File: src/rtl/ppgi_pkg.sv
// Shared types, codes and constants of the periodic polar grid interpolator.
// Used by the controller, the datapath and the top level; depends on nothing.
package ppgi_pkg;

  localparam int DEF_NUM_MODES  = 4;
  localparam int DEF_NUM_RADII  = 64;
  localparam int DEF_NUM_ANGLES = 64;

  localparam int OP_W       = 2;
  localparam int MODE_W     = 3;
  localparam int RIDX_W     = 6;
  localparam int AIDX_W     = 7;
  localparam int VAL_W      = 32;
  localparam int SPACING_W  = 31;
  localparam int CFG_IDX_W  = 3;
  localparam int CFG_DATA_W = 32;

  // Multiplier operand width, product width, offset width and accumulator width.
  localparam int MW = 34;
  localparam int PW = 2 * MW;
  localparam int XW = 44;
  localparam int AW = 64;

  localparam logic [OP_W-1:0] OP_WRITE    = 2'd0;
  localparam logic [OP_W-1:0] OP_BILINEAR = 2'd1;
  localparam logic [OP_W-1:0] OP_LINEAR   = 2'd2;

  localparam logic [CFG_IDX_W-1:0] REG_RADIUS_ORIGIN  = 3'd0;
  localparam logic [CFG_IDX_W-1:0] REG_RADIUS_SPACING = 3'd1;
  localparam logic [CFG_IDX_W-1:0] REG_RADIUS_INVERSE = 3'd2;
  localparam logic [CFG_IDX_W-1:0] REG_ANGLE_ORIGIN   = 3'd3;
  localparam logic [CFG_IDX_W-1:0] REG_ANGLE_SPACING  = 3'd4;
  localparam logic [CFG_IDX_W-1:0] REG_ANGLE_INVERSE  = 3'd5;

  typedef struct packed {
    logic [OP_W-1:0]          op;
    logic [MODE_W-1:0]        mode_index;
    logic [RIDX_W-1:0]        radius_index;
    logic [AIDX_W-1:0]        angle_index;
    logic signed [VAL_W-1:0]  radius_location;
    logic signed [VAL_W-1:0]  angle_location;
    logic signed [VAL_W-1:0]  write_value;
  } in_word_t;

  typedef struct packed {
    logic signed [VAL_W-1:0] interpolated_value;
    logic                    status;
  } out_word_t;

  typedef enum logic [4:0] {
    S_IDLE, S_CHECK, S_WRITE,
    S_Q0, S_Q1, S_Q2, S_Q3, S_Q4, S_Q5, S_Q6, S_Q7, S_Q8, S_Q9, S_Q10,
    S_Q11, S_Q12, S_Q13, S_Q14, S_Q15, S_Q16, S_Q17, S_Q18, S_Q19, S_Q20,
    S_L6, S_L7, S_L8, S_OUT
  } state_t;

  typedef enum logic [4:0] {
    MUL_IA_DT, MUL_IR_DR,
    MUL_XA_LO, MUL_XA_HI, MUL_YA_LO, MUL_YA_HI,
    MUL_XR_LO, MUL_XR_HI, MUL_YR_LO, MUL_YR_HI,
    MUL_TR, MUL_TL, MUL_BR, MUL_BL, MUL_TOP, MUL_BOT, MUL_DIFF
  } mul_sel_t;

  typedef enum logic [2:0] {
    ACC_HOLD, ACC_SET_LO, ACC_ADD_LO, ACC_ADD_HI, ACC_SET_BASE, ACC_LD_ANG, ACC_LD_RAD
  } acc_op_t;

  typedef enum logic [3:0] {
    ST_NONE, ST_WTR, ST_WTL, ST_WRU, ST_WRL, ST_TOP, ST_BOT, ST_RES, ST_ZERO
  } store_sel_t;

  typedef enum logic [2:0] {
    CORNER_TR, CORNER_TL, CORNER_BR, CORNER_BL, CORNER_WR
  } corner_t;

  typedef enum logic [2:0] {
    CAP_NONE, CAP_TR, CAP_TL, CAP_BR, CAP_BL
  } cap_sel_t;

  typedef struct packed {
    mul_sel_t   mul;
    acc_op_t    acc;
    store_sel_t st;
    corner_t    corner;
    cap_sel_t   cap;
    logic       capture;
    logic       ram_we;
    logic       out_load;
  } dp_cmd_t;

  typedef struct packed {
    logic [OP_W-1:0] op;
    logic            ok;
  } dp_status_t;

endpackage

File: src/rtl/ppgi_ctrl.sv
// Sequencing state machine of the interpolator: handshakes and datapath commands.
// Depends on ppgi_pkg.
module ppgi_ctrl (
  input  logic                 clk,
  input  logic                 rst,
  input  logic                 in_valid,
  output logic                 in_ready,
  output logic                 out_valid,
  input  logic                 out_ready,
  input  ppgi_pkg::dp_status_t status,
  output ppgi_pkg::dp_cmd_t    cmd
);
  import ppgi_pkg::*;

  state_t state;
  state_t state_next;
  logic   out_valid_next;

  always_ff @(posedge clk) begin
    if (rst) begin
      state     <= S_IDLE;
      out_valid <= 1'b0;
    end else begin
      state     <= state_next;
      out_valid <= out_valid_next;
    end
  end

  assign in_ready = (state == S_IDLE);

  always_comb begin
    state_next     = state;
    cmd.mul        = MUL_IA_DT;
    cmd.acc        = ACC_HOLD;
    cmd.st         = ST_NONE;
    cmd.corner     = CORNER_TR;
    cmd.cap        = CAP_NONE;
    cmd.capture    = 1'b0;
    cmd.ram_we     = 1'b0;
    cmd.out_load   = 1'b0;
    unique case (state)
      S_IDLE: begin
        if (in_valid) begin
          cmd.capture = 1'b1;
          state_next  = S_CHECK;
        end
      end
      S_CHECK: begin
        cmd.st = ST_ZERO;
        if (!status.ok) begin
          state_next = S_OUT;
        end else if (status.op == OP_WRITE) begin
          state_next = S_WRITE;
        end else begin
          state_next = S_Q0;
        end
      end
      S_WRITE: begin
        cmd.corner = CORNER_WR;
        cmd.ram_we = 1'b1;
        state_next = S_OUT;
      end
      S_Q0: begin
        cmd.mul    = MUL_IA_DT;
        cmd.corner = CORNER_TR;
        state_next = S_Q1;
      end
      S_Q1: begin
        cmd.acc    = ACC_LD_ANG;
        cmd.corner = CORNER_TL;
        cmd.cap    = CAP_TR;
        state_next = S_Q2;
      end
      S_Q2: begin
        cmd.mul    = MUL_XA_LO;
        cmd.corner = CORNER_BR;
        cmd.cap    = CAP_TL;
        state_next = S_Q3;
      end
      S_Q3: begin
        cmd.mul    = MUL_XA_HI;
        cmd.acc    = ACC_SET_LO;
        cmd.corner = CORNER_BL;
        cmd.cap    = CAP_BR;
        state_next = S_Q4;
      end
      S_Q4: begin
        cmd.mul    = MUL_YA_LO;
        cmd.acc    = ACC_ADD_HI;
        cmd.cap    = CAP_BL;
        state_next = S_Q5;
      end
      S_Q5: begin
        cmd.mul    = MUL_YA_HI;
        cmd.acc    = ACC_SET_LO;
        cmd.st     = ST_WTR;
        state_next = (status.op == OP_LINEAR) ? S_L6 : S_Q6;
      end
      S_Q6: begin
        cmd.mul    = MUL_IR_DR;
        cmd.acc    = ACC_ADD_HI;
        state_next = S_Q7;
      end
      S_Q7: begin
        cmd.acc    = ACC_LD_RAD;
        cmd.st     = ST_WTL;
        state_next = S_Q8;
      end
      S_Q8: begin
        cmd.mul    = MUL_XR_LO;
        state_next = S_Q9;
      end
      S_Q9: begin
        cmd.mul    = MUL_XR_HI;
        cmd.acc    = ACC_SET_LO;
        state_next = S_Q10;
      end
      S_Q10: begin
        cmd.mul    = MUL_YR_LO;
        cmd.acc    = ACC_ADD_HI;
        state_next = S_Q11;
      end
      S_Q11: begin
        cmd.mul    = MUL_YR_HI;
        cmd.acc    = ACC_SET_LO;
        cmd.st     = ST_WRU;
        state_next = S_Q12;
      end
      S_Q12: begin
        cmd.mul    = MUL_TR;
        cmd.acc    = ACC_ADD_HI;
        state_next = S_Q13;
      end
      S_Q13: begin
        cmd.mul    = MUL_TL;
        cmd.acc    = ACC_SET_LO;
        cmd.st     = ST_WRL;
        state_next = S_Q14;
      end
      S_Q14: begin
        cmd.mul    = MUL_BR;
        cmd.acc    = ACC_ADD_LO;
        state_next = S_Q15;
      end
      S_Q15: begin
        cmd.mul    = MUL_BL;
        cmd.acc    = ACC_SET_LO;
        cmd.st     = ST_TOP;
        state_next = S_Q16;
      end
      S_Q16: begin
        cmd.mul    = MUL_TOP;
        cmd.acc    = ACC_ADD_LO;
        state_next = S_Q17;
      end
      S_Q17: begin
        cmd.acc    = ACC_SET_LO;
        cmd.st     = ST_BOT;
        state_next = S_Q18;
      end
      S_Q18: begin
        cmd.mul    = MUL_BOT;
        state_next = S_Q19;
      end
      S_Q19: begin
        cmd.acc    = ACC_ADD_LO;
        state_next = S_Q20;
      end
      S_Q20: begin
        cmd.st     = ST_RES;
        state_next = S_OUT;
      end
      S_L6: begin
        cmd.mul    = MUL_DIFF;
        state_next = S_L7;
      end
      S_L7: begin
        cmd.acc    = ACC_SET_BASE;
        state_next = S_L8;
      end
      S_L8: begin
        cmd.st     = ST_RES;
        state_next = S_OUT;
      end
      S_OUT: begin
        if (!out_valid || out_ready) begin
          cmd.out_load = 1'b1;
          state_next   = S_IDLE;
        end
      end
      default: begin
        state_next = S_IDLE;
      end
    endcase
  end

  always_comb begin
    if (cmd.out_load) begin
      out_valid_next = 1'b1;
    end else if (out_ready) begin
      out_valid_next = 1'b0;
    end else begin
      out_valid_next = out_valid;
    end
  end

endmodule

File: config.mk
export PLATFORM = sky130hd
export DESIGN_NAME = ppgi_ctrl
export DESIGN_NICKNAME = d
export VERILOG_FILES = /design/src/rtl/ppgi_pkg.sv /design/src/rtl/ppgi_ctrl.sv
export SDC_FILE = /design/constraint.sdc
export NUM_CORES = 1
export LEC_CHECK = 0
export BUFFER_PORTS_ARGS = -buffer_cell sky130_fd_sc_hd__buf_2
export CAP_MARGIN = 5
export CORE_MARGIN = 2
export CORE_UTILIZATION = 54
export CTS_CLUSTER_DIAMETER = 100
export CTS_CLUSTER_SIZE = 16
export DETAILED_ROUTE_END_ITERATION = 8
export PLACE_DENSITY = 0.84
export SYNTH_ARGS = -nofsm -noshare
export SYNTH_HDL_FRONTEND = slang
export SYNTH_SLANG_ARGS = --single-unit
File: constraint.sdc
create_clock -name clk -period 2.5 [get_ports clk]
set_input_delay 0.5 -clock clk [delete_from_list [all_inputs] [get_ports clk]]
set_output_delay 0.5 -clock clk [all_outputs]
set_load 0.05 [all_outputs]
---- Yosys cells after proc, flatten, opt, wreduce, memory -nomap -nowiden ----
Index checks and enable logic that the tools add are counted.
word-level totals
  flip-flop bits (word level) ............. 6
  input bits .............................. 7
  output and inout bits ................... 23
  logic and storage cells ................. 61
operators by class
  eq/ne operators ......................... 30
  muxes and demuxes ....................... 18
  reductions and logical operators ........ 11
operators by type and width
  kind                  count
  $pmux W5 S26          1
  $pmux W5 S16          1
  $eq A5 B5 Y1 const B  12
  $eq A5 B4 Y1 const B  8
  $pmux W4 S8           1
  $pmux W3 S4           2
  $eq A5 B3 Y1 const B  4
  $mux W5               4
  $pmux W3 S6           1
  $eq A5 B2 Y1 const B  2
  $mux W1               8
  $reduce_or A7 Y1      1
  $reduce_or A3 Y1      2
  $eq A5 B1 Y1 const B  1
  $logic_not A5 Y1      1
  $ne A2 B2 Y1 const B  2
  $reduce_or A4 Y1      1
  $eq A2 B2 Y1 const B  1
  $logic_not A2 Y1      1
  $reduce_and A2 Y1     1
  $reduce_bool A2 Y1    1
  $reduce_or A2 Y1      1
  $logic_not A1 Y1      1
  $logic_or A1 B1 Y1    1

---- Logic depth before layout (Yosys ltp) ----
  depth after elaboration ................. 5
  gate-level depth with buffers ........... 6
  depth with buffers taken out ............ 5

---- Worst setup path after synthesis ----
No wires, ideal clock.
  path type ............................... flip-flop to output port
  from .................................... register state[2]
  to ...................................... output cmd[2] (netlist bit)
  data arrival time ....................... 2.538 ns
  data required time ...................... 2.000 ns
  setup slack ............................. -0.538 ns
  stages on the path, launching flop included .. 5
  buffers on the path ..................... 1
  cells stage by stage .................... dfxtp_1 -> buf_6 -> or3_1 -> nor3_1 -> and2_1
RTL lines
  what                    RTL line         RTL
  from (decl)             ppgi_ctrl.sv:15  state_t state;
  from (signal assigned)  ppgi_ctrl.sv:24  state <= state_next;
  to (decl)               ppgi_ctrl.sv:11  output ppgi_pkg::dp_cmd_t cmd

==> impl_metrics.tcl <==
set metrics [dict create \
    status "complete, no violations" \
    crit_path_end_kind "primary output" \
    ys_seq_area_share_pct 12.9 \
    postCtsSetupRepairBufs 0 \
    grt_pass1_vias 966 \
    fin_nets 177 \
    clk_pin_slew_worst_paths_ns 0.05 \
    drc 0 \
    dpl.hpwl_um 2020 \
    rsz0062_at_grt "no" \
    ff_latch_area_um2 123 \
    port_buffers 29 \
    grt_pass1_wl_um 4220 \
    hold-worst-slack_ns 0.467 \
    worst_setup_path_start_kind "flip-flop" \
    grt_max_degree 20 \
    cts_tree "built" \
    syn_area_um2 928 \
    grtUsageMet2_pct 45.6 \
    antenna_cells 0 \
    io_pins 30 \
    crit_fanout 11 \
    clkSinkCount 6 \
    cp.arrival_ns 1.90 \
    skew_ns 0.00320 \
    drv_slew 0 \
    row_count 14 \
    async_flop_share_pct 0 \
    critPathKind "reg -> out" \
    gp_congestion 0.968 \
    synth_cell_types 44 \
    maxCapViolCount 0 \
    overflow 0 \
    yosysTopAreaCell "dfxtp_1" \
    syn_area_per_cell_um2 6.49 \
    tightest_slew_ns 0.479 \
    yosysWarnings 0 \
    cts_inserted_buffers 3 \
    layout-drive-gt1-share_pct 29.8 \
    chipWidth_um 45.5 \
    synth_flop_cell "dfxtp_1" \
    hold_violations 0 \
    met3_usage_pct 2.38 \
    core_mm2 0.00156 \
    setup_viol 0 \
    antenna_found_initial 0 \
    start_util_pct 59.6 \
    finalCriticalPeriod_ns 2.40 \
    wirelength_um 2730 \
    multi_input_area_um2 711 \
    hp-class "in -> reg" \
    ctsLongestPathBuffers 2 \
    drt_iter0_markers 100 \
    synth_edf_count 0 \
    vias 1234 \
    syn-num-nets 150 \
    cts_hold_buf 0 \
    die_h_um 45.5 \
    firstDrtPassIters 7 \
    fmax_mhz 417 \
    htreeDepth 1 \
    n_fill_cell 128 \
    post_drt_wl_per_cell_um 14.9 \
    synth_seq_cells 6 \
    final_antenna_net_count 0 \
    top_usage_layer "met2" \
    netlist_instances 143 \
    period_share_pct 96.0 \
    die_area_mm2 0.00207 \
    insertion_delay_ns 0.23 \
    area_growth_pct 16.8 \
    avgViaCountPerCell 6.71 \
    synthTopCellsByArea "dfxtp_1, a21oi_1, nor2_1" \
    cts_resized 0 \
    synth_top_area_share_pct 12.9 \
    cts-root-buf "clkbuf_4" \
    required_ns 2.00 \
    slew_headroom_pct 68.0 \
    grt_util_all_layers_pct 26.9 \
    use_met1_pct 36.2 \
]
-- final timing paths --
kind,start,to,slack [ns],cells past startpoint
max reg2reg,state[0],state[3],0.51,5
min,rst,out_valid,0.47,2
max,state[2],cmd[9],0.10,6
min reg2reg,out_valid,out_valid,0.53,2
-- metal layers --
layer / part of all wire, % / wire (um)
met1: 40 / 1080
met2: 45 / 1230
met3: 13 / 361
met4: 2.2 / 61
met5: 0 / 0
-- metrics by stage --
| step | std cells | cell area, um^2 | setup TNS [ns] | util, % | setup slack, ns |
|---|---|---|---|---|---|
| after CTS | 184 | 1080 | 0 | 69.4 | 0.0866 |
| after detailed placement | 181 | 1060 | 0 | 68.0 | 0.347 |
| final | 184 | 1080 | 0 | 69.6 | 0.100 |
| after floorplan | 143 | 933 | -0.329 | - | -0.124 |
| after global routing | 184 | 1080 | 0 | 69.6 | 0.0132 |
| after global placement | 181 | 1060 | 0 | 68.0 | 0.420 |
-- area by class of cell --
class / instances / share of cell area [%]
clock buffers: 3 / 2.08
inverters: 3 / 1.04
well taps: 16 / 1.85
multi-input cells: 120 / 65.5
flip-flops and latches: 6 / 11.3
repair buffers: 36 / 18.2
-- cells by family (layout without fill, tap and decap cells) --
family                    count (synthesis)  after routing  share of synthesized area, %
and+or+nand+nor                          68             68                          39.5
AOI/OAI and AO/OA                        51             51                          35.6
buffers and inverters                    17             42                          11.1
DFF                                       6              6                          12.9
xor gates and xnor gates                  1              1                         0.944
-- synth_stat cells, types with 2 or more instances --
cell type and instances:
o31a_1 2, buf_6 4, nand3_1 5, o22a_1 2, nor3_1 7, o21ai_0 7
and3_1 2, buf_4 2, o21a_1 2, inv_2 2, a211oi_1 3, o22ai_1 8
clkbuf_1 7, nor2b_1 5, nand2_1 11, and2_1 3, a21boi_0 2, a22o_1 2
or2b_1 2, dfxtp_1 6, nand2b_1 5, nor2_1 18, a21oi_1 15
-- layout by cell type, fill, tap and decap left out, types with 2 or more instances in the layout --
cell type / count
a211oi_1: 3
a21boi_0: 2
a21oi_1: 15
a22o_1: 2
and2_1: 3
and3_1: 2
buf_2: 29
buf_4: 7
clkbuf_4: 3
dfxtp_1: 4
dfxtp_2: 2
inv_2: 2
nand2_1: 11
nand2b_1: 5
nand3_1: 5
nor2_1: 18
nor2b_1: 5
nor3_1: 6
nor3_2: 2
o21a_1: 2
o21ai_0: 6
o22a_1: 2
o22ai_1: 8
o31a_1: 2
or2b_1: 2
-- sequential cells by signal (all words and copies together) (netlist names) --
name       cells
out_valid      1
state          5
-- worst max-delay path: stages (launching register included) --
cell     delay, ns
dfxtp_1       0.55
buf_4         0.23
and3_1        0.25
nor2_1        0.07
o22ai_1       0.15
a22o_1        0.15
buf_2         0.26
Power is not shown: default switching activity piles up to over one toggle a cycle in this logic, so the estimate is an artifact.
